===== src/rtl/core/eae_ram.sv =====
// Generic single-write, dual-read synchronous RAM with registered read data.
// No dependencies.
`timescale 1ns / 1ps

module eae_ram #(
    parameter int WIDTH = 16,
    parameter int DEPTH = 91
) (
    input  logic                            clk,
    input  logic                            we,
    input  logic [$clog2(DEPTH)-1:0]        waddr,
    input  logic [WIDTH-1:0]                wdata,
    input  logic [$clog2(DEPTH)-1:0]        raddr_a,
    input  logic [$clog2(DEPTH)-1:0]        raddr_b,
    output logic [WIDTH-1:0]                rdata_a,
    output logic [WIDTH-1:0]                rdata_b
);

    logic [WIDTH-1:0] mem [DEPTH];

    always_ff @(posedge clk)
    begin
        if (we)
        begin
            mem[waddr] <= wdata;
        end
        rdata_a <= mem[raddr_a];
        rdata_b <= mem[raddr_b];
    end

endmodule


===== config.mk =====
export PLATFORM = sky130hd
export DESIGN_NAME = eae_ram
export DESIGN_NICKNAME = d
export VERILOG_FILES = /design/src/rtl/core/eae_ram.sv
export SDC_FILE = /design/constraint.sdc
export NUM_CORES = 2
export LEC_CHECK = 0
export ABC_CLOCK_PERIOD_IN_PS = 2200
export BUFFER_PORTS_ARGS = -buffer_cell sky130_fd_sc_hd__buf_2
export CAP_MARGIN = 20
export CORE_AREA = 3 3 416 418
export DETAILED_ROUTE_END_ITERATION = 16
export DIE_AREA = 0 0 419 421
export PLACE_DENSITY_LB_ADDON = 0.12
export SETUP_SLACK_MARGIN = 0.1
export SYNTH_ARGS = -nofsm -noshare
export SYNTH_HDL_FRONTEND = slang
export SYNTH_SLANG_ARGS = --single-unit

===== constraint.sdc =====
create_clock -name clk -period 2.2 [get_ports clk]
set_clock_uncertainty 0.2 [all_clocks]
set_input_delay 0.11 -clock clk [delete_from_list [all_inputs] [get_ports clk]]
set_output_delay 0.11 -clock clk [all_outputs]
set_load 0.005 [all_outputs]

---- Word level (Yosys, flattened, before mapping) ----
Memory sizes are Yosys's and may differ from the RTL's. A register that Yosys moved wholly into a read port is not among the register bits.
Cells that the tools add are included.
cells by class
  muxes and demuxes ....................... 2
operators by type and width
  kind     count
  $mux W1  2
storage, ports and cells
  flip-flop bits (word level) ............. 0
  bits in writable memories ............... 1456
  bits of input ports ..................... 39
  output and inout port bits .............. 32
  logic and storage cells ................. 3
  memories ................................ 1
memory list
  name  words  width  rd ports  clocked after Yosys merged registers in  write ports  RTL line  RTL
  mem   91     16     2         2                                        1            19        logic [WIDTH-1:0] mem [DEPTH];

---- Longest topological paths before layout ----
  depth in word-level cells ............... 2
  mapped depth ............................ 10
  depth with buffers taken out ............ 5

---- Worst setup path before layout ----
Ideal clock, no wire load.
  kind .................................... in2reg
  start ................................... in waddr[5]
  end ..................................... mem mem[32][0] (enable)
  library setup time ...................... 0.409 ns
  arrival ................................. 1.704 ns
  data required time ...................... 1.591 ns
  setup slack ............................. -0.113 ns
  stages on the path ...................... 3
  buffers on the path ..................... 0
  cell sequence ........................... nor2b_1 > nand4b_1 > nor3_1
RTL lines
  item         RTL line  RTL
  from (decl)  11        input logic [$clog2(DEPTH)-1:0] waddr,
  to (decl)    19
Straight into the memory's write port.

==> metrics.json <==
{
  "fp.dieArea_um2": 176000,
  "worst_path_largest_cell_delay_ps": 540,
  "placeableCoreArea_um2": 169000,
  "yosys.cell_types.count": 44,
  "cts_max_path_buffers": 3,
  "slew_violations": 0,
  "synthToLayoutAreaGrowth_pct": 24.4,
  "timing.slew.headroom_pct": 13.2,
  "final_antenna_net_count": 0,
  "synthXorXnorAreaFrac_pct": 0,
  "post_layout_nonfiller_instances": 6388,
  "number_of_vias_after_detailed_routing": 40100,
  "synthesis.yosys.warnings": 0,
  "io_buffer_count": 70,
  "htree_num_levels": 4,
  "mappedNetlistNets": 3416,
  "cp.buffers_inverters": 2,
  "worstSetupEndpointType": "register",
  "setup.worst_path.start": "mem[14][7]$_DFFE_PP_",
  "total_clock_buffers_created_by_cts": 163,
  "postLayoutSetupSlackWorst_ps": -185,
  "syn-instance-count": 3377,
  "synth_ff_type": "edfxtp_1",
  "finalWorstPathRequiredPeriod_ps": 2380,
  "edff_count_synth": 1456,
  "rsz_0062_raised_after_global_routing": "true",
  "clkTransAtPathRegs_ps": 60,
  "grt_pass1_vias": 41200,
  "insertion_delay_ps": 820,
  "maxCapViolCount": 0,
  "cts_root_buffer": "clkbuf_16",
  "final-seq-area_um2": 44400,
  "finalHoldViolCount": 0,
  "largest_family_of_logic_cells_by_synthesized_area": "multiplexers",
  "dieHeight_um": 421,
  "rows": 151,
  "post_synth_mux_area_share_pct": 25.3,
  "place_hpwl_mm": 160,
  "post_synth_fa_ha_maj_area_fraction_pct": 0,
  "layout_commonest_cell": "edfxtp_1",
  "final_min_period_over_clock_period_pct": 108,
  "power.ir.vdd_worst_mv": 0.739,
  "io-pin-count": 71,
  "ff_latch_count_synth": 1488,
  "setup_viol": 8,
  "detail_route.wl_per_cell_um": 36.5,
  "worst_slew_pin_slew_ps": 1300,
  "pwr_density_cell_nw_per_um2": 780,
  "crit_slowest_cell": "mux4_2",
  "gpl.final_weighted_congestion": 0.912,
  "grt_start_max_net_pins": 92,
  "syn-mean-instance-area_um2": 20.0,
  "finalNetCount": 4058,
  "max_clock_freq_mhz": 419,
  "critical_path_rt_ps": 2690,
  "worstPathArrival_ps": 2870,
  "grt_usage_pct": 26.5,
  "fillerInstances": 13600,
  "numPlacedInstances": 6028,
  "total_power_mw": 65.5,
  "detailedRoute.firstPassIterationCount": 6,
  "critical_path_class": "reg2reg",
  "setup_tns_ps": -849,
  "hold_class": "in2reg",
  "path_cells": "mux4_2 > mux2i_4 > a211o_1 > buf_12 > a31oi_1 > buf_4 > a221o_1",
  "run_status": "complete, but fails checks",
  "drcViolationCount": 0,
  "synth_sequential_area_ratio_pct": 65.6,
  "layout.cells.most_common_list": "1456 x edfxtp_1, 702 x mux4_2, 430 x buf_4",
  "pre_cts_worst_setup_slack_ps": -1260,
  "drive_gt1_share_pct": 48.2,
  "synth_compound_gate_area_share_pct": 4.86,
  "path_max_fanout": 2,
  "violation_count_after_the_first_detailed_routing_iteration": 4674,
  "ff_to_ff_start": "mem[14][7]$_DFFE_PP_",
  "tritoncts": "yes",
  "grt_overflow_total": 0,
  "die_width_um": 419,
  "worst_setup_path_start_kind": "register",
  "kind_of_cell_with_the_highest_combined_delay_on_the_critical_path": "multiplexers",
  "violations": "setup timing",
  "ys_async_sr_fraction_pct": 0,
  "antenna_found_initial": 24,
  "routed_via_density": 6.27,
  "post_synth_instance_area_um2": 67600,
  "multi_input_area_um2": 23400,
  "clock_sinks": 1488,
  "p_leak_nw": 27.4,
  "initial_utilization_pct": 39.9,
  "global_route_wire_length_before_repair_mm": 327,
  "drt-total-wl_mm": 233,
  "post_synth_and_or_nand_nor_area_fraction_pct": 2.36,
  "min-delay-start": "raddr_a[4]"
}
==> synth_stat cells, types with 7 or more instances <==
cell type	number	area [µm²]
o22ai_1	23	144
clkbuf_1	118	443
buf_4	16	120
a22o_1	11	96.3
mux2_2	25	282
a211oi_1	10	75.1
buf_2	108	541
buf_1	16	60.1
a21o_1	11	82.6
a22oi_1	315	2360
nor2_1	104	390
o211ai_1	12	90.1
buf_6	7	78.8
nand2_1	155	582
nand3_1	43	215
mux4_2	700	15800
mux2i_1	76	761
edfxtp_1	1456	43700
and2_1	9	56.3
o2111ai_1	7	61.3
mux4_1	10	263
dfxtp_1	32	641
nor2b_1	27	169
a21oi_1	11	55.1
o21ai_0	22	110
==> cell families after synthesis <==
kind of cell    count (synthesis)
compound gates                446
buf+inv                       268
mux                           811
simple gates                  364
flops                        1488
==> path summary, 6_finish.rpt <==
| kind | end | slack (ps) | cells after the start |
|---|---|---|---|
| worst max register to register | rdata_b[7]$_DFF_P_ | -180 | 7 |
| worst min register to register | rdata_b[3]$_DFF_P_ | 560 | 4 |
| worst max-delay path | rdata_b[7]$_DFF_P_ | -180 | 7 |
| worst min-delay path | rdata_a[14]$_DFF_P_ | 40 | 6 |
==> timing repair <==
item | CTS | global route
endpoints found under the setup margin | 32 | 112
hold buffers | 38 | 0
hold endpoints to repair | 1948 | 0
pin swaps | 78 | 73
gates resized for setup | 206 | 103
buffers inserted | 1 | 4
==> registers in the layout, indices dropped and copies added (netlist names) <==
signal   count
mem       1456
rdata_a     16
rdata_b     16
==> where the power goes <==
group          leakage [nW]  internal (mW)  total [mW]  switching (mW)
Sequential             13.4           31.3        31.5           0.203
Combinational          11.4           2.87        6.59            3.72
Clock                  2.62           15.8        27.5            11.6
Total                  27.4           50.0        65.5            15.5
==> stage by stage <==
| stage | hold slack, ps | instance area, µm² | utilization, % |
|---|---|---|---|
| floorplan | 8.87 | 67600 | - |
| global placement | 201 | 76800 | 45.3 |
| detailed placement | 210 | 76800 | 45.3 |
| CTS | 3.68 | 83500 | 49.2 |
| global route | 35.1 | 84000 | 49.6 |
| finish | 43.4 | 84000 | 49.6 |
==> layout make-up <==
| class | instances | share of cell area (%) |
|---|---|---|
| antenna | 17 | 0.0506 |
| clock inverter | 99 | 1.21 |
| clock buffer | 200 | 5.15 |
| inverter | 1 | 0.00447 |
| timing repair buffer | 744 | 9.68 |
| multi-input combinational | 1621 | 27.8 |
| sequential | 1488 | 52.8 |
| tap | 2218 | 3.30 |
==> worst min-delay path, cell delays in order <==
cell and delay [ps]:
buf_2 140, buf_12 160, buf_4 200, mux4_2 280, nand2_4 60, nand4_1 70
==> per-layer routing <==
layer / global-route usage, % / routed length [µm] / up-vias
met5: 0 / 0 / -
met4: 11.7 / 11400 / 0
met3: 4.68 / 18600 / 371
met2: 41.3 / 111000 / 1980
met1: 36.8 / 92500 / 21700
li1: - / - / 16000
Note: power is estimated with default switching activity, not from simulation.
