## src/rtl/core/eae_pkg.sv

```systemverilog
// Shared constants, types and the quarter-wave sine table for the ellipse arc end point core.
// No dependencies; eae_angle, eae_axis and the core top level use it by scoped names.
`timescale 1ns / 1ps

package eae_pkg;

    localparam int DEGREES_PER_TURN       = 360;
    localparam int QUARTER_TURN           = 90;
    localparam int HALF_TURN              = 180;
    localparam int THREE_QUARTER_TURN     = 270;
    localparam int TRIG_FRAC_BITS_DEFAULT = 15;

    localparam int FIELD_W      = 16;  // rectangle and centre fields
    localparam int ANGLE_W      = 10;  // angle fields
    localparam int COORD_W      = 17;  // result coordinates
    localparam int Q15_W        = 16;  // raw table entries, entry 90 is 2^15
    localparam int TABLE_DEPTH  = 91;  // sine of 0..90 degrees
    localparam int TABLE_ADDR_W = 7;

    // Per-point lookup plan: table addresses and sign rules.
    typedef struct packed {
        logic [TABLE_ADDR_W-1:0] addr_a;  // k
        logic [TABLE_ADDR_W-1:0] addr_b;  // 90 - k
        logic                    odd;     // odd quadrant swaps sine and cosine ports
        logic                    s_neg;   // sine value is negative
        logic                    c_neg;   // cosine value is negative
        logic                    x_pos;   // x offset keeps its magnitude
        logic                    y_pos;   // y offset keeps its magnitude
    } eae_point_t;

    typedef struct packed {
        logic trig_neg;
        logic positive;
    } eae_axis_ctl_t;

    function automatic logic [Q15_W-1:0] sine_q15(input logic [TABLE_ADDR_W-1:0] idx);
        logic [Q15_W-1:0] v;
        case (idx)
            7'd0:  v = 16'd0;     7'd1:  v = 16'd572;   7'd2:  v = 16'd1144;
            7'd3:  v = 16'd1715;  7'd4:  v = 16'd2286;  7'd5:  v = 16'd2856;
            7'd6:  v = 16'd3425;  7'd7:  v = 16'd3993;  7'd8:  v = 16'd4560;
            7'd9:  v = 16'd5126;  7'd10: v = 16'd5690;  7'd11: v = 16'd6252;
            7'd12: v = 16'd6813;  7'd13: v = 16'd7371;  7'd14: v = 16'd7927;
            7'd15: v = 16'd8481;  7'd16: v = 16'd9032;  7'd17: v = 16'd9580;
            7'd18: v = 16'd10126; 7'd19: v = 16'd10668; 7'd20: v = 16'd11207;
            7'd21: v = 16'd11743; 7'd22: v = 16'd12275; 7'd23: v = 16'd12803;
            7'd24: v = 16'd13328; 7'd25: v = 16'd13848; 7'd26: v = 16'd14365;
            7'd27: v = 16'd14876; 7'd28: v = 16'd15384; 7'd29: v = 16'd15886;
            7'd30: v = 16'd16384; 7'd31: v = 16'd16877; 7'd32: v = 16'd17364;
            7'd33: v = 16'd17847; 7'd34: v = 16'd18324; 7'd35: v = 16'd18795;
            7'd36: v = 16'd19261; 7'd37: v = 16'd19720; 7'd38: v = 16'd20174;
            7'd39: v = 16'd20622; 7'd40: v = 16'd21063; 7'd41: v = 16'd21498;
            7'd42: v = 16'd21926; 7'd43: v = 16'd22348; 7'd44: v = 16'd22763;
            7'd45: v = 16'd23170; 7'd46: v = 16'd23571; 7'd47: v = 16'd23965;
            7'd48: v = 16'd24351; 7'd49: v = 16'd24730; 7'd50: v = 16'd25102;
            7'd51: v = 16'd25466; 7'd52: v = 16'd25822; 7'd53: v = 16'd26170;
            7'd54: v = 16'd26510; 7'd55: v = 16'd26842; 7'd56: v = 16'd27166;
            7'd57: v = 16'd27482; 7'd58: v = 16'd27789; 7'd59: v = 16'd28088;
            7'd60: v = 16'd28378; 7'd61: v = 16'd28660; 7'd62: v = 16'd28932;
            7'd63: v = 16'd29197; 7'd64: v = 16'd29452; 7'd65: v = 16'd29698;
            7'd66: v = 16'd29935; 7'd67: v = 16'd30163; 7'd68: v = 16'd30382;
            7'd69: v = 16'd30592; 7'd70: v = 16'd30792; 7'd71: v = 16'd30983;
            7'd72: v = 16'd31164; 7'd73: v = 16'd31336; 7'd74: v = 16'd31499;
            7'd75: v = 16'd31651; 7'd76: v = 16'd31795; 7'd77: v = 16'd31928;
            7'd78: v = 16'd32052; 7'd79: v = 16'd32166; 7'd80: v = 16'd32270;
            7'd81: v = 16'd32365; 7'd82: v = 16'd32449; 7'd83: v = 16'd32524;
            7'd84: v = 16'd32588; 7'd85: v = 16'd32643; 7'd86: v = 16'd32688;
            7'd87: v = 16'd32723; 7'd88: v = 16'd32748; 7'd89: v = 16'd32763;
            default: v = 16'd32768;
        endcase
        return v;
    endfunction

endpackage

```

## src/rtl/core/eae_axis.sv

```systemverilog
// One coordinate of one arc point: registered multiply, then rounding, forced sign and centre.
// Depends on eae_pkg.
`timescale 1ns / 1ps

module eae_axis #(
    parameter int FRAC_BITS = eae_pkg::TRIG_FRAC_BITS_DEFAULT
) (
    input  logic                                clk,
    input  logic [eae_pkg::FIELD_W-1:0]         full,
    input  logic [FRAC_BITS:0]                  trig,
    input  eae_pkg::eae_axis_ctl_t              ctl,
    input  logic signed [eae_pkg::FIELD_W-1:0]  center,
    output logic signed [eae_pkg::COORD_W-1:0]  value
);

    localparam int TW = FRAC_BITS + 1;
    localparam int PW = eae_pkg::FIELD_W + TW;
    localparam logic [PW-1:0] HALF = PW'(1) << FRAC_BITS;

    logic [PW-1:0]                       prod_reg;
    eae_pkg::eae_axis_ctl_t              ctl_reg;
    logic signed [eae_pkg::FIELD_W-1:0]  center_reg;
    logic [PW-1:0]                       round_sum;
    logic [eae_pkg::FIELD_W-1:0]         mag;
    logic signed [eae_pkg::COORD_W:0]    offset;
    logic signed [eae_pkg::COORD_W:0]    total;
    logic signed [eae_pkg::COORD_W-1:0]  value_reg;

    always_ff @(posedge clk)
    begin
        prod_reg   <= PW'(full) * PW'(trig);
        ctl_reg    <= ctl;
        center_reg <= center;
        value_reg  <= total[eae_pkg::COORD_W-1:0];
    end

    // magnitude of (P*sign + half) / 2^(F+1) truncated toward zero
    always_comb
    begin
        if (!ctl_reg.trig_neg)
        begin
            round_sum = prod_reg + HALF;
        end
        else if (prod_reg > HALF)
        begin
            round_sum = prod_reg - HALF;
        end
        else
        begin
            round_sum = '0;
        end
        mag    = round_sum[PW-1:FRAC_BITS+1];
        offset = ctl_reg.positive ? $signed({2'b00, mag}) : -$signed({2'b00, mag});
        total  = (eae_pkg::COORD_W+1)'(center_reg) + offset;
    end

    assign value = value_reg;

endmodule

```

## config.mk

```make
export PLATFORM = sky130hd
export DESIGN_NAME = eae_axis
export DESIGN_NICKNAME = d
export VERILOG_FILES = /design/src/rtl/core/eae_pkg.sv /design/src/rtl/core/eae_axis.sv
export SDC_FILE = /design/constraint.sdc
export NUM_CORES = 1
export LEC_CHECK = 0
export ABC_AREA = 1
export BUFFER_PORTS_ARGS = -buffer_cell sky130_fd_sc_hd__buf_4
export CAP_MARGIN = 20
export CORE_ASPECT_RATIO = 1.25
export CORE_MARGIN = 1.5
export CORE_UTILIZATION = 45
export CTS_BUF_LIST = sky130_fd_sc_hd__clkbuf_2 sky130_fd_sc_hd__clkbuf_4 sky130_fd_sc_hd__clkbuf_8
export CTS_CLUSTER_DIAMETER = 100
export CTS_CLUSTER_SIZE = 30
export DETAILED_ROUTE_END_ITERATION = 6
export PLACE_DENSITY_LB_ADDON = 0.15
export SLEW_MARGIN = 15
export SYNTH_ARGS = -nofsm -noshare
export SYNTH_HDL_FRONTEND = slang
export SYNTH_SLANG_ARGS = --single-unit
export TNS_END_PERCENT = 50
```

## constraint.sdc

```tcl
create_clock -name clk -period 6.13 [get_ports clk]
set_input_delay 0.613 -clock clk [delete_from_list [all_inputs] [get_ports clk]]
set_output_delay 0.613 -clock clk [all_outputs]
set_load 0.05 [all_outputs]
```

Word-level counts from Yosys, hierarchy flattened
Index checks and enable logic that the tools add are counted.
- add/subtract/negate cells: 4
- $mul: 1
- div/mod/pow operators: 0
- magnitude comparators: 1
- equal/unequal tests: 0
- shift operators: 0
- multiplexer cells: 3
- bitwise gates (word level): 0
- reductions and logical operators: 0
- operator list (kind ; number):
    $mux 32 ; 2
    $add 32x16->32 const B ; 1
    $gt 32x16->1 const B ; 1
    $mul 16x16->32 ; 1
    $sub 32x16->32 const B ; 1
    $add 16x17->17 ; 1
    $mux 17 ; 1
    $neg 16->17 ; 1
- register bits after elaboration: 67
- latch bits: 0
- memory bits (writable): 0
- bits in read-only memories: 0
- input port bits: 51
- output and inout bits: 17
- logic and storage cells: 14
- memories: 0

Longest topological paths before layout
- depth in word-level cells: 6
- depth in mapped cells: 27
- depth with buffers taken out: 27

Worst setup path before layout
No wires, ideal clock.
- kind: input port to flip-flop
- start: in trig[7]
- end: reg prod_reg[26]
- library setup time: 0.123 ns
- data arrival time: 5.730 ns
- required time: 6.007 ns
- setup slack: 0.277 ns
- stages on the path: 24
- path buffers: 2
- path through: clkbuf_1 -> clkbuf_1 -> nand2_1 -> fa_1 -> inv_1 -> fa_1 -> inv_1 -> fa_1 -> inv_1 -> fa_1 -> fa_1 -> inv_1 -> fa_1 -> inv_1 -> ha_1 -> nand2_1 -> inv_1 -> a21oi_1 -> o21ai_0 -> a21oi_1 -> o21ai_1 -> a21oi_1 -> o21ai_1 -> xor2_1
- cells in the longest elaborated chain, start to end: 1
- RTL lines (what ; RTL line ; text):
    from (decl) ; eae_axis.sv:10 ; input logic [FRAC_BITS:0] trig,
    $mul 16x16->32 ; eae_axis.sv:31 ; prod_reg <= PW'(full) * PW'(trig);
    to (signal assigned) ; eae_axis.sv:31 ;
    to (decl) ; eae_axis.sv:20 ; logic [PW-1:0] prod_reg;
No other way between the ends.

Final worst setup path
- start: in trig[1]
- end: reg prod_reg[25]
The elaborated chain is that of the path after synthesis.

==> results_dict.tcl <==
set metrics [dict create \
    io_buffers 67 \
    topRoutingLayerUsed "met4" \
    drive_above_1_share_pct 7.808 \
    dieHeight_um 187.7 \
    crit_family "adder cells" \
    ioPinCount 68 \
    yosysTopAreaCellShare_pct 31.79 \
    worst_pin_slew_ns 0.7330 \
    synth_ff_type "dfxtp_1" \
    drcViolationCount 0 \
    period_share_pct 90.84 \
    die_area_mm2 0.02829 \
    htree_levels 3 \
    wl_met1_mm 11.74 \
    cp_slowest_cell "fa_1" \
    synth_area_leaders "fa_1 (32%), nand2_1 (13%), inv_1 (13%)" \
    rows 67 \
    ys_async_sr_fraction_pct 0 \
    postRouteAntennaNets 0 \
    worstPathRequired_ns 6.42 \
    start_util_pct 45.77 \
    path_cells "buf_4, nand2_1, fa_1, fa_1, fa_1, fa_1, inv_1, fa_1, inv_1, fa_1, inv_1, ha_1, nand2_1, o21ai_0, a21oi_1, o21a_1, o21ai_0, nand3_1, nand2_1, nand2_1, nand2_1, xor2_1" \
    synth.ff_latch_count 67 \
    synth_cell_types 34 \
    cts_setup_buffers 0 \
    grt_max_degree 19 \
    synth_edf_count 0 \
    clkSlewWorstSetupHoldPaths_ns 0.08 \
    drtIter0Drc 451 \
    numClockSinks 67 \
    critPathMaxFanout 16 \
    start_kind "input pin" \
    dpl.cell_count 1995 \
    clk_latency_ns 0.36 \
    n_antenna_cell 0 \
    antenna_found_initial 0 \
    yosys_warnings 0 \
    wl_met2_mm 15.59 \
    cp_slowest_stage_delay_ns 0.59 \
    num-nets-final 2030 \
    rsz0062_at_grt "no" \
    critPathBufInv 4 \
    finalSetupViolations 0 \
    grt_pass1_wl_mm 49.40 \
    grt_pass1_vias 10330 \
    totalWireLength_mm 29.55 \
    instances_no_fill 2010 \
    hold_buffers 0 \
    syn-num-nets 2020 \
    die_x_um 150.8 \
    track_usage_pct 22.22 \
    status "completed" \
    cts_tree "built" \
    cpMostUsedCell "fa_1" \
    place_congestion 0.8689 \
    largest_register_ffs 32 \
    firstDrtPassIters 5 \
    clock_skew_ns 0.008972 \
    ys_seq_area_share_pct 10.92 \
    routed-wl-met3_mm 1.148 \
    cts_buffers 9 \
    max_freq_ghz 0.1796 \
    hp-class "in2reg" \
    setup_tns_ns 0 \
    period_minus_slack_ns 5.568 \
    vias 9753 \
    hold_violations 0 \
    worstPathArrival_ns 5.86 \
    cts_resized 0 \
    drv_cap 0 \
    synth_common_cells "nand2_1 (436), inv_1 (421), fa_1 (195)" \
    yosys.area.top_type "fa_1" \
    synth_most_common_cell "nand2_1" \
    core_mm2 0.02683 \
    hpwl_mm 24.56 \
    area_growth_pct 7.082 \
    critical_path_class "in2reg" \
    post_drt_wl_per_cell_um 14.70 \
    syn_area_per_cell_um2 7.437 \
    slew_headroom_pct 51.06 \
    postSynthCellCount 1651 \
    grt_overflow 0 \
    slew_viol_final 0 \
    detail_route.vias_per_cell 4.852 \
    root_buffer "clkbuf_8" \
    syn_area_mm2 0.01228 \
    critPathCaptureType "flop" \
    fin_area_mm2 0.01315 \
    place_area_mm2 0.01295 \
    cts_buffer_depth 2 \
]
==> metal layers <==
layer	global-route usage [%]	vias to the layer above
li1	-	4812
met1	25.05	4655
met2	42.04	222
met3	2.336	64
met4	8.476	0
met5	0	-
==> placed cells by master (no fill, tap or decap), types with 2 or more instances in the layout <==
| cell type | n |
|---|---|
| nor2_2 | 14 |
| nand3_1 | 56 |
| nand4_1 | 9 |
| o21ai_0 | 23 |
| nor2_1 | 57 |
| a31oi_1 | 2 |
| clkinvlp_4 | 2 |
| nor3_1 | 5 |
| nor2_4 | 5 |
| nand2_1 | 436 |
| buf_4 | 70 |
| dfxtp_1 | 67 |
| xnor2_1 | 15 |
| inv_1 | 421 |
| nand3_2 | 4 |
| o211ai_1 | 2 |
| clkbuf_8 | 10 |
| xor2_1 | 48 |
| o21a_1 | 3 |
| inv_2 | 7 |
| ha_1 | 123 |
| nor4_1 | 2 |
| clkinv_1 | 3 |
| fa_1 | 195 |
| nand2_2 | 12 |
| a21oi_1 | 53 |
| o21ai_1 | 8 |
| a21boi_0 | 4 |
==> worst paths after layout <==
check / cells after the start / slack (ns) / start / end
hold reg to reg: 1 / 0.47 / center_reg[0] / value[0]
hold / removal: 1 / 0.35 / center[2] / center_reg[2]
setup / recovery: 22 / 0.56 / trig[1] / prod_reg[25]
setup reg to reg: 24 / 1.88 / prod_reg[29] / value[14]
==> per-stage QoR <==
| stage | worst slack (ns) | hold WS (ns) | utilization, % |
|---|---|---|---|
| 6_report | 0.5617 | 0.3479 | 49.02 |
| 5_1_grt | 0.2007 | 0.3361 | 49.02 |
| 4_1_cts | 0.6022 | 0.3392 | 49.02 |
| 3_5_place_dp | 0.2252 | 0.4493 | 48.27 |
| 3_3_place_gp | 0.3066 | 0.4640 | 48.27 |
| 2_1_floorplan | 0.2768 | 0.4325 | - |
==> cells by family (layout without fill, tap and decap cells) <==
family	Yosys count	in the layout	share of synthesized area, %
AOI/OAI and AO/OA	100	100	4.463
xor gates and xnor gates	63	63	4.494
adders and majority gates	318	318	44.32
buffers and inverters	502	516	15.52
DFF	67	67	10.92
and+or+nand+nor	601	601	20.28
==> worst register-to-register path: cells and delay by family, from the launching register on <==
family,cells,cell delay [ns]
adder cells (fa/ha/maj),2,0.54
flip-flops,1,0.33
buffers and inverters,3,0.31
XOR/XNOR,2,0.30
AO/OA/AOI/OAI,4,1.20
AND/OR/NAND/NOR,13,1.50
==> final cells by class <==
cell class,instances,area [µm²]
well taps,345,431.7
repair buffers,70,525.5
clock inverters,5,62.56
fillers,2735,13680
inverters,431,1618
flip-flops and latches,67,1341
clock buffers,10,137.6
multi-input cells,1082,9032
Power is left out: the tool's default activity adds up to more than one toggle a clock period on the data nets, which glitch-free logic cannot reach.
