File: config.mk
export PLATFORM = sky130hd
export DESIGN_NAME = eae_angle
export DESIGN_NICKNAME = d
export VERILOG_FILES = /design/src/rtl/core/eae_pkg.sv /design/src/rtl/core/eae_angle.sv
export SDC_FILE = /design/constraint.sdc
export NUM_CORES = 1
export LEC_CHECK = 0
export BUFFER_PORTS_ARGS = -buffer_cell sky130_fd_sc_hd__buf_4
export CORE_UTILIZATION = 45
export DETAILED_ROUTE_END_ITERATION = 12
export PLACE_DENSITY = 0.77
export SYNTH_ARGS = -nofsm -noshare
export SYNTH_HDL_FRONTEND = slang
export SYNTH_SLANG_ARGS = --single-unit
File: constraint.sdc
create_clock -name vclk -period 10.9
set_input_delay 0.545 -clock vclk [all_inputs]
set_output_delay 0.545 -clock vclk [all_outputs]
set_load 0.02 [all_outputs]
File: src/rtl/core/eae_pkg.sv
// Shared constants, types and the quarter-wave sine table for the ellipse arc end point core.
// No dependencies; eae_angle, eae_axis and the core top level use it by scoped names.
`timescale 1ns / 1ps

package eae_pkg;

    localparam int DEGREES_PER_TURN       = 360;
    localparam int QUARTER_TURN           = 90;
    localparam int HALF_TURN              = 180;
    localparam int THREE_QUARTER_TURN     = 270;
    localparam int TRIG_FRAC_BITS_DEFAULT = 15;

    localparam int FIELD_W      = 16;  // rectangle and centre fields
    localparam int ANGLE_W      = 10;  // angle fields
    localparam int COORD_W      = 17;  // result coordinates
    localparam int Q15_W        = 16;  // raw table entries, entry 90 is 2^15
    localparam int TABLE_DEPTH  = 91;  // sine of 0..90 degrees
    localparam int TABLE_ADDR_W = 7;

    // Per-point lookup plan: table addresses and sign rules.
    typedef struct packed {
        logic [TABLE_ADDR_W-1:0] addr_a;  // k
        logic [TABLE_ADDR_W-1:0] addr_b;  // 90 - k
        logic                    odd;     // odd quadrant swaps sine and cosine ports
        logic                    s_neg;   // sine value is negative
        logic                    c_neg;   // cosine value is negative
        logic                    x_pos;   // x offset keeps its magnitude
        logic                    y_pos;   // y offset keeps its magnitude
    } eae_point_t;

    typedef struct packed {
        logic trig_neg;
        logic positive;
    } eae_axis_ctl_t;

    function automatic logic [Q15_W-1:0] sine_q15(input logic [TABLE_ADDR_W-1:0] idx);
        logic [Q15_W-1:0] v;
        case (idx)
            7'd0:  v = 16'd0;     7'd1:  v = 16'd572;   7'd2:  v = 16'd1144;
            7'd3:  v = 16'd1715;  7'd4:  v = 16'd2286;  7'd5:  v = 16'd2856;
            7'd6:  v = 16'd3425;  7'd7:  v = 16'd3993;  7'd8:  v = 16'd4560;
            7'd9:  v = 16'd5126;  7'd10: v = 16'd5690;  7'd11: v = 16'd6252;
            7'd12: v = 16'd6813;  7'd13: v = 16'd7371;  7'd14: v = 16'd7927;
            7'd15: v = 16'd8481;  7'd16: v = 16'd9032;  7'd17: v = 16'd9580;
            7'd18: v = 16'd10126; 7'd19: v = 16'd10668; 7'd20: v = 16'd11207;
            7'd21: v = 16'd11743; 7'd22: v = 16'd12275; 7'd23: v = 16'd12803;
            7'd24: v = 16'd13328; 7'd25: v = 16'd13848; 7'd26: v = 16'd14365;
            7'd27: v = 16'd14876; 7'd28: v = 16'd15384; 7'd29: v = 16'd15886;
            7'd30: v = 16'd16384; 7'd31: v = 16'd16877; 7'd32: v = 16'd17364;
            7'd33: v = 16'd17847; 7'd34: v = 16'd18324; 7'd35: v = 16'd18795;
            7'd36: v = 16'd19261; 7'd37: v = 16'd19720; 7'd38: v = 16'd20174;
            7'd39: v = 16'd20622; 7'd40: v = 16'd21063; 7'd41: v = 16'd21498;
            7'd42: v = 16'd21926; 7'd43: v = 16'd22348; 7'd44: v = 16'd22763;
            7'd45: v = 16'd23170; 7'd46: v = 16'd23571; 7'd47: v = 16'd23965;
            7'd48: v = 16'd24351; 7'd49: v = 16'd24730; 7'd50: v = 16'd25102;
            7'd51: v = 16'd25466; 7'd52: v = 16'd25822; 7'd53: v = 16'd26170;
            7'd54: v = 16'd26510; 7'd55: v = 16'd26842; 7'd56: v = 16'd27166;
            7'd57: v = 16'd27482; 7'd58: v = 16'd27789; 7'd59: v = 16'd28088;
            7'd60: v = 16'd28378; 7'd61: v = 16'd28660; 7'd62: v = 16'd28932;
            7'd63: v = 16'd29197; 7'd64: v = 16'd29452; 7'd65: v = 16'd29698;
            7'd66: v = 16'd29935; 7'd67: v = 16'd30163; 7'd68: v = 16'd30382;
            7'd69: v = 16'd30592; 7'd70: v = 16'd30792; 7'd71: v = 16'd30983;
            7'd72: v = 16'd31164; 7'd73: v = 16'd31336; 7'd74: v = 16'd31499;
            7'd75: v = 16'd31651; 7'd76: v = 16'd31795; 7'd77: v = 16'd31928;
            7'd78: v = 16'd32052; 7'd79: v = 16'd32166; 7'd80: v = 16'd32270;
            7'd81: v = 16'd32365; 7'd82: v = 16'd32449; 7'd83: v = 16'd32524;
            7'd84: v = 16'd32588; 7'd85: v = 16'd32643; 7'd86: v = 16'd32688;
            7'd87: v = 16'd32723; 7'd88: v = 16'd32748; 7'd89: v = 16'd32763;
            default: v = 16'd32768;
        endcase
        return v;
    endfunction

endpackage

File: src/rtl/core/eae_angle.sv
// End angle, screen rotation and quadrant decode into table addresses and sign rules.
// Depends on eae_pkg.
`timescale 1ns / 1ps

module eae_angle (
    input  logic signed [eae_pkg::ANGLE_W-1:0] start_angle,
    input  logic signed [eae_pkg::ANGLE_W-1:0] arc_angle,
    output eae_pkg::eae_point_t                start_pt,
    output eae_pkg::eae_point_t                end_pt
);

    localparam logic signed [11:0] QTR_S  = 12'(eae_pkg::QUARTER_TURN);
    localparam logic signed [11:0] TURN_S = 12'(eae_pkg::DEGREES_PER_TURN);
    localparam logic [10:0] TURN_U  = 11'(eae_pkg::DEGREES_PER_TURN);
    localparam logic [10:0] TURN2_U = 11'(2 * eae_pkg::DEGREES_PER_TURN);

    function automatic logic signed [11:0] rotate(input logic signed [11:0] a);
        return (a <= QTR_S) ? (QTR_S - a) : (TURN_S + QTR_S - a);
    endfunction

    function automatic eae_pkg::eae_point_t point_info(input logic [9:0] a);
        logic [8:0]                           r;
        logic [1:0]                           q;
        logic [eae_pkg::TABLE_ADDR_W-1:0]     k;
        eae_pkg::eae_point_t                  p;
        r = (a >= 10'(eae_pkg::DEGREES_PER_TURN)) ? 9'(a - 10'(eae_pkg::DEGREES_PER_TURN))
                                                  : a[8:0];
        if (r < 9'(eae_pkg::QUARTER_TURN))
        begin
            q = 2'd0;
            k = r[6:0];
        end
        else if (r < 9'(eae_pkg::HALF_TURN))
        begin
            q = 2'd1;
            k = 7'(r - 9'(eae_pkg::QUARTER_TURN));
        end
        else if (r < 9'(eae_pkg::THREE_QUARTER_TURN))
        begin
            q = 2'd2;
            k = 7'(r - 9'(eae_pkg::HALF_TURN));
        end
        else
        begin
            q = 2'd3;
            k = 7'(r - 9'(eae_pkg::THREE_QUARTER_TURN));
        end
        p.addr_a = k;
        p.addr_b = 7'(eae_pkg::QUARTER_TURN) - k;
        p.odd    = q[0];
        p.s_neg  = q[1];
        p.c_neg  = q[0] ^ q[1];
        p.x_pos  = (a <= 10'(eae_pkg::QUARTER_TURN)) ||
                   ((a > 10'(eae_pkg::THREE_QUARTER_TURN)) &&
                    (a <= 10'(eae_pkg::DEGREES_PER_TURN)));
        p.y_pos  = (a > 10'(eae_pkg::HALF_TURN)) && (a <= 10'(eae_pkg::DEGREES_PER_TURN));
        return p;
    endfunction

    logic signed [10:0] sum;
    logic        [10:0] sum_mag;
    logic        [10:0] sum_red;
    logic signed [11:0] end_raw;
    logic signed [11:0] start_rot;
    logic signed [11:0] start_adj;
    logic signed [11:0] end_rot;

    always_comb
    begin
        // truncating remainder: reduce the magnitude, then restore the sign
        sum     = 11'(start_angle) + 11'(arc_angle);
        sum_mag = sum[10] ? 11'(-sum) : 11'(sum);
        if (sum_mag >= TURN2_U)
        begin
            sum_red = sum_mag - TURN2_U;
        end
        else if (sum_mag >= TURN_U)
        begin
            sum_red = sum_mag - TURN_U;
        end
        else
        begin
            sum_red = sum_mag;
        end
        end_raw = sum[10] ? -$signed({3'b000, sum_red[8:0]}) : $signed({3'b000, sum_red[8:0]});

        start_rot = rotate(12'(start_angle));
        start_adj = (start_rot < 12'sd0) ? (start_rot + TURN_S) : start_rot;
        end_rot   = rotate(end_raw);

        start_pt = point_info(start_adj[9:0]);
        end_pt   = point_info(end_rot[9:0]);
    end

endmodule

# --- Word-level counts from Yosys, hierarchy flattened ---
# Index checks and enable logic that the tools add are counted.
classes:
  addsub: 20
  mul: 0
  div_mod_pow: 0
  magnitude_cmp: 21
  eq_ne: 0
  n_shift: 0
  mux: 21
  bitwise_logic: 2
  reduce_logical: 6
op_table:
  columns: ["operator", "n"]
  rows:
  - ["7-bit 2-to-1 mux", 6]
  - ["9-bit 2-to-1 mux", 4]
  - ["9-bit subtractor (second input constant)", 3]
  - ["12-bit 2-to-1 mux", 2]
  - ["10-bit by 9-bit >= comparator with 1-bit output (second input constant)", 2]
  - ["10-bit by 8-bit greater-than comparator with 1-bit output (second input constant)", 2]
  - ["10-bit by 9-bit greater-than comparator with 1-bit output (second input constant)", 2]
  - ["10-bit by 7-bit <= comparator with 1-bit output (second input constant)", 2]
  - ["10-bit by 9-bit <= comparator with 1-bit output (second input constant)", 2]
  - ["10-bit 2-to-1 mux", 2]
  - ["9-bit by 7-bit less-than comparator with 1-bit output (second input constant)", 2]
  - ["9-bit by 8-bit less-than comparator with 1-bit output (second input constant)", 2]
  - ["9-bit less-than comparator (second input constant)", 2]
  - ["7-bit by 4-bit subtractor with 7-bit output (second input constant)", 2]
  - ["7-bit by 6-bit subtractor with 7-bit output (second input constant)", 2]
  - ["7-bit subtractor (first input constant)", 2]
  - ["7-bit subtractor (second input constant)", 2]
  - ["12-bit by 8-bit <= comparator with 1-bit output (second input constant)", 1]
  - ["12-bit by 1-bit less-than comparator with 1-bit output (second input constant)", 1]
  - ["9-bit negation with 12-bit output", 1]
  - ["10-bit by 10-bit adder with 11-bit output", 1]
  - ["11-bit by 10-bit >= comparator with 1-bit output (second input constant)", 1]
  - ["11-bit by 9-bit >= comparator with 1-bit output (second input constant)", 1]
  - ["11-bit 2-to-1 mux", 1]
  - ["13 further kinds", 22]
totals:
  regBits: 0
  latch_bits: 0
  ram_bits: 0
  rom_bits: 0
  input_bits: 20
  output_inout_bits: 38
  elab_cells: 70
  n_memories: 0

# --- Depth between registers and ports, before layout ---
logic_depth:
  depth_word: 17
  mapped_depth: 44
  depth_no_buf: 44

# --- Worst setup path before layout ---
# Ideal clock, no wire load.
synth_path:
  path_kind: "input port to output port"
  start: "in start_angle[0] in the netlist's numbering"
  end: "out end_pt[10] in the netlist's numbering"
  t_arrival_ps: 9154
  t_required_ps: 10355
  setup_slack_ps: 1201
  stages: 43
  path_buffers: 0
  path_cell_list: "ha_1 > fa_1 > a21o_1 > nand4_1 > a21boi_1 > nor2_1 > o21ai_0 > xor2_1 > ha_1 > a21boi_0 > o32ai_1 > a21o_1 > a21oi_1 > xnor2_1 > inv_1 > a21oi_1 > xor2_1 > or3b_2 > [7 not listed] > o311ai_0 > o21ba_2 > a221oi_2 > xor2_1 > nand3b_1 > a21oi_1 > nor2_1 > xnor2_1 > inv_1 > ha_1 > a21oi_1 > a211oi_1 > nand4_1 > o22ai_1 > a221oi_4 > xor2_2 > o211a_1 > xor2_1"
synth_lines:
  columns: ["element", "line_no", "text"]
  rows:
  - ["from (decl)", "eae_angle.sv:6", "input logic signed [eae_pkg::ANGLE_W-1:0] start_angle,"]
  - ["to (decl)", "eae_angle.sv:9", "output eae_pkg::eae_point_t end_pt"]

==> run_results.csv <==
group,metric,value,unit
placed_design,hpwl,10.4,mm
global_routing,grt_max_degree,16,
final_layout,syn_to_final_growth,13.4,%
setup_path,cp_data_required_time,10.36,ns
sta,fin_crit_sh,95.0,%
hold_path,hold_path_class,"primary input to primary output",
setup_path,path_max_fanout,9,
logic_synthesis,synth_fa_ha_area_share,13.8,%
final_layout,drive_gt1_share,18.3,%
job,maxCapViolations,0,
final_layout,regArea,0,sq um
logic_synthesis,avgSynthCellArea,7.09,sq um
drt,postRouteAntennaNets,0,
drt,viasPerCell,6.31,
setup_path,critPathArrivalTime,9.81,ns
global_routing,grt_use_total,23.5,%
setup_path,cpPeakStageDelay,0.55,ns
sta,fmax,96.6,MHz
sta,hold_viol,0,
floorplanning,initial_utilization,46.8,%
floorplanning,coreArea,9820,sq um
sta,setup_viol,0,
logic_synthesis,synth_cell_types,96,
logic_synthesis,synth_compound_area_share,40.9,%
drt,routedWlPerCell,15.8,um
logic_synthesis,seq_area_frac_synth,0,%
clocking,hold_buffers,0,
floorplanning,die_x,103,um
setup_path,critPathSlowestCell,"fa_1",
final_layout,diodes,0,
drt,dr.pass1.iters,5,
floorplanning,io_pins,58,
global_routing,grt_pass1_wl,21.0,mm
logic_synthesis,postSynthCellCount,648,
sta,maxSlewHeadroom,29.5,%
logic_synthesis,synth_top_family_by_area,"compound AO/OA/AOI/OAI gates",
logic_synthesis,yosys.area_share.xor_xnor,11.4,%
floorplanning,die_area,10600,sq um
global_routing,grt_pass1_vias,4631,
setup_path,end_kind,"primary output",
global_routing,grt_remaining_overflow,0,
sta,min_period,10.36,ns
logic_synthesis,ys_warn_count,0,
logic_synthesis,synth-simple-area-share,25.3,%
logic_synthesis,synthMuxAreaShare,3.38,%
setup_path,cp-start-kind,"primary input",
final_layout,nClkBuffers,0,
floorplanning,rows,36,
placed_design,port_buffers,58,
global_routing,antenna_found_initial,0,
final_layout,finalNetCount,767,
final_layout,nFlopsAndLatches,0,
floorplanning,die_h,103,um
sta,maxSlewViolCount,0,
drt,wl,13.0,mm
placed_design,place_congestion,0.937,
logic_synthesis,syn_nets,718,
drt,drt-initial-drc-count,256,
logic_synthesis,syn-cell-area,4600,sq um
status,outcome,"completed",
drt,num_vias,5222,
drt,drc,0,
placed_design,dpl_cell_area,5140,sq um
setup_path,critPathKind,"primary input to primary output",
sta,tightest_slew,1.05,ns
final_layout,design_area,5220,sq um
==> repair_timing <==
item / in CTS / in global routing
setup endpoints to repair: 0 / 6
buffers inserted: 0 / 0
gates resized for setup: 0 / 13
==> area by class of cell <==
type                       count  area (sq um)
tap                          133           166
timing repair buffer          64           480
fill                         977          4600
inverter                      37           139
multi-input combinational    594          4430
==> layout by cell type, fill, tap and decap left out, types with 7 or more instances in the layout <==
| master | n |
|---|---|
| nand3_1 | 20 |
| nand2_1 | 49 |
| a211oi_1 | 14 |
| o21a_1 | 9 |
| o21ai_0 | 33 |
| xor2_1 | 24 |
| mux2i_1 | 7 |
| a31oi_1 | 7 |
| nor2_1 | 52 |
| nor3_1 | 27 |
| and3_1 | 10 |
| a21oi_1 | 50 |
| buf_4 | 64 |
| nand2b_1 | 14 |
| ha_1 | 49 |
| inv_1 | 36 |
| a21o_1 | 15 |
| and2_1 | 10 |
| xnor2_1 | 29 |
==> metrics by stage <==
step / setup slack [ns] / instances / utilization [%] / TNS [ns] / hold slack [ns]
6_report: 0.545 / 828 / 53.1 / 0 / 1.41
5_1_grt: -0.00393 / 828 / 53.1 / -0.00393 / 1.42
4_1_cts: 0.270 / 828 / 52.3 / 0 / 1.41
3_5_place_dp: 0.324 / 828 / 52.3 / 0 / 1.41
3_3_place_gp: 0.669 / 828 / 52.3 / 0 / 1.39
2_1_floorplan: 1.20 / 648 / - / 0 / 1.20
==> Yosys cell counts, types with 4 or more instances <==
master | count | area share, %
nor2b_1 | 5 | 0.68
ha_1 | 49 | 13
o21ai_1 | 6 | 0.65
or4_1 | 4 | 0.65
nand3b_1 | 4 | 0.65
buf_4 | 4 | 0.65
and2_1 | 10 | 1.4
o21a_1 | 9 | 1.5
mux2i_1 | 7 | 1.5
and3_1 | 10 | 1.4
a211o_1 | 6 | 1.1
o211a_1 | 5 | 1.1
inv_1 | 36 | 2.9
a21oi_1 | 51 | 5.6
a31o_2 | 5 | 0.95
nor3b_1 | 5 | 0.82
o32ai_1 | 4 | 0.76
nand2b_1 | 14 | 1.9
o2111ai_1 | 4 | 0.76
xnor2_1 | 30 | 5.7
nand4_1 | 6 | 0.82
nor2_1 | 52 | 4.2
o21ai_0 | 33 | 3.6
nand2_1 | 49 | 4.0
clkbuf_1 | 7 | 0.57
nand3_1 | 20 | 2.2
xor2_1 | 24 | 4.6
a211oi_2 | 6 | 1.6
o31ai_1 | 5 | 0.82
nor3_1 | 29 | 3.2
or3_1 | 5 | 0.68
o221ai_1 | 4 | 0.76
a21o_1 | 15 | 2.4
a31oi_1 | 7 | 0.95
a211oi_1 | 14 | 2.3
mux2_2 | 5 | 1.2
nor4_1 | 4 | 0.54
o22ai_1 | 5 | 0.68
o31a_1 | 4 | 0.76
==> layer usage <==
metal / track usage (%) / wire (um)
met5: 0 / 0
met2: 44.3 / 6290
met4: 3.68 / 167
met3: 0.475 / 618
met1: 30.2 / 5970
==> worst max-delay path: cells and delay by family <==
family | cells | cell delay (ns)
compound gates | 17 | 3.95
xor+xnor | 3 | 0.45
fa+ha+maj | 5 | 1.63
buf+inv | 5 | 0.64
mux | 1 | 0.29
simple gates | 9 | 2.28
==> final timing paths <==
check                      start      endpoint  slack (ns)  cells past startpoint
setup / recovery  start_angle[0]    end_pt[11]        0.54                     40
hold / removal    start_angle[0]  start_pt[12]        1.41                      2
==> kinds of logic (layout without fill, tap and decap cells) <==
kind of cell | Yosys count | count (layout)
compound gates | 245 | 245
xor+xnor | 57 | 57
fa+ha+maj | 50 | 50
buf+inv | 54 | 101
mux | 14 | 14
simple gates | 228 | 228
Power is not shown: default switching activity piles up to over one toggle a cycle in this logic, so the estimate is an artifact.
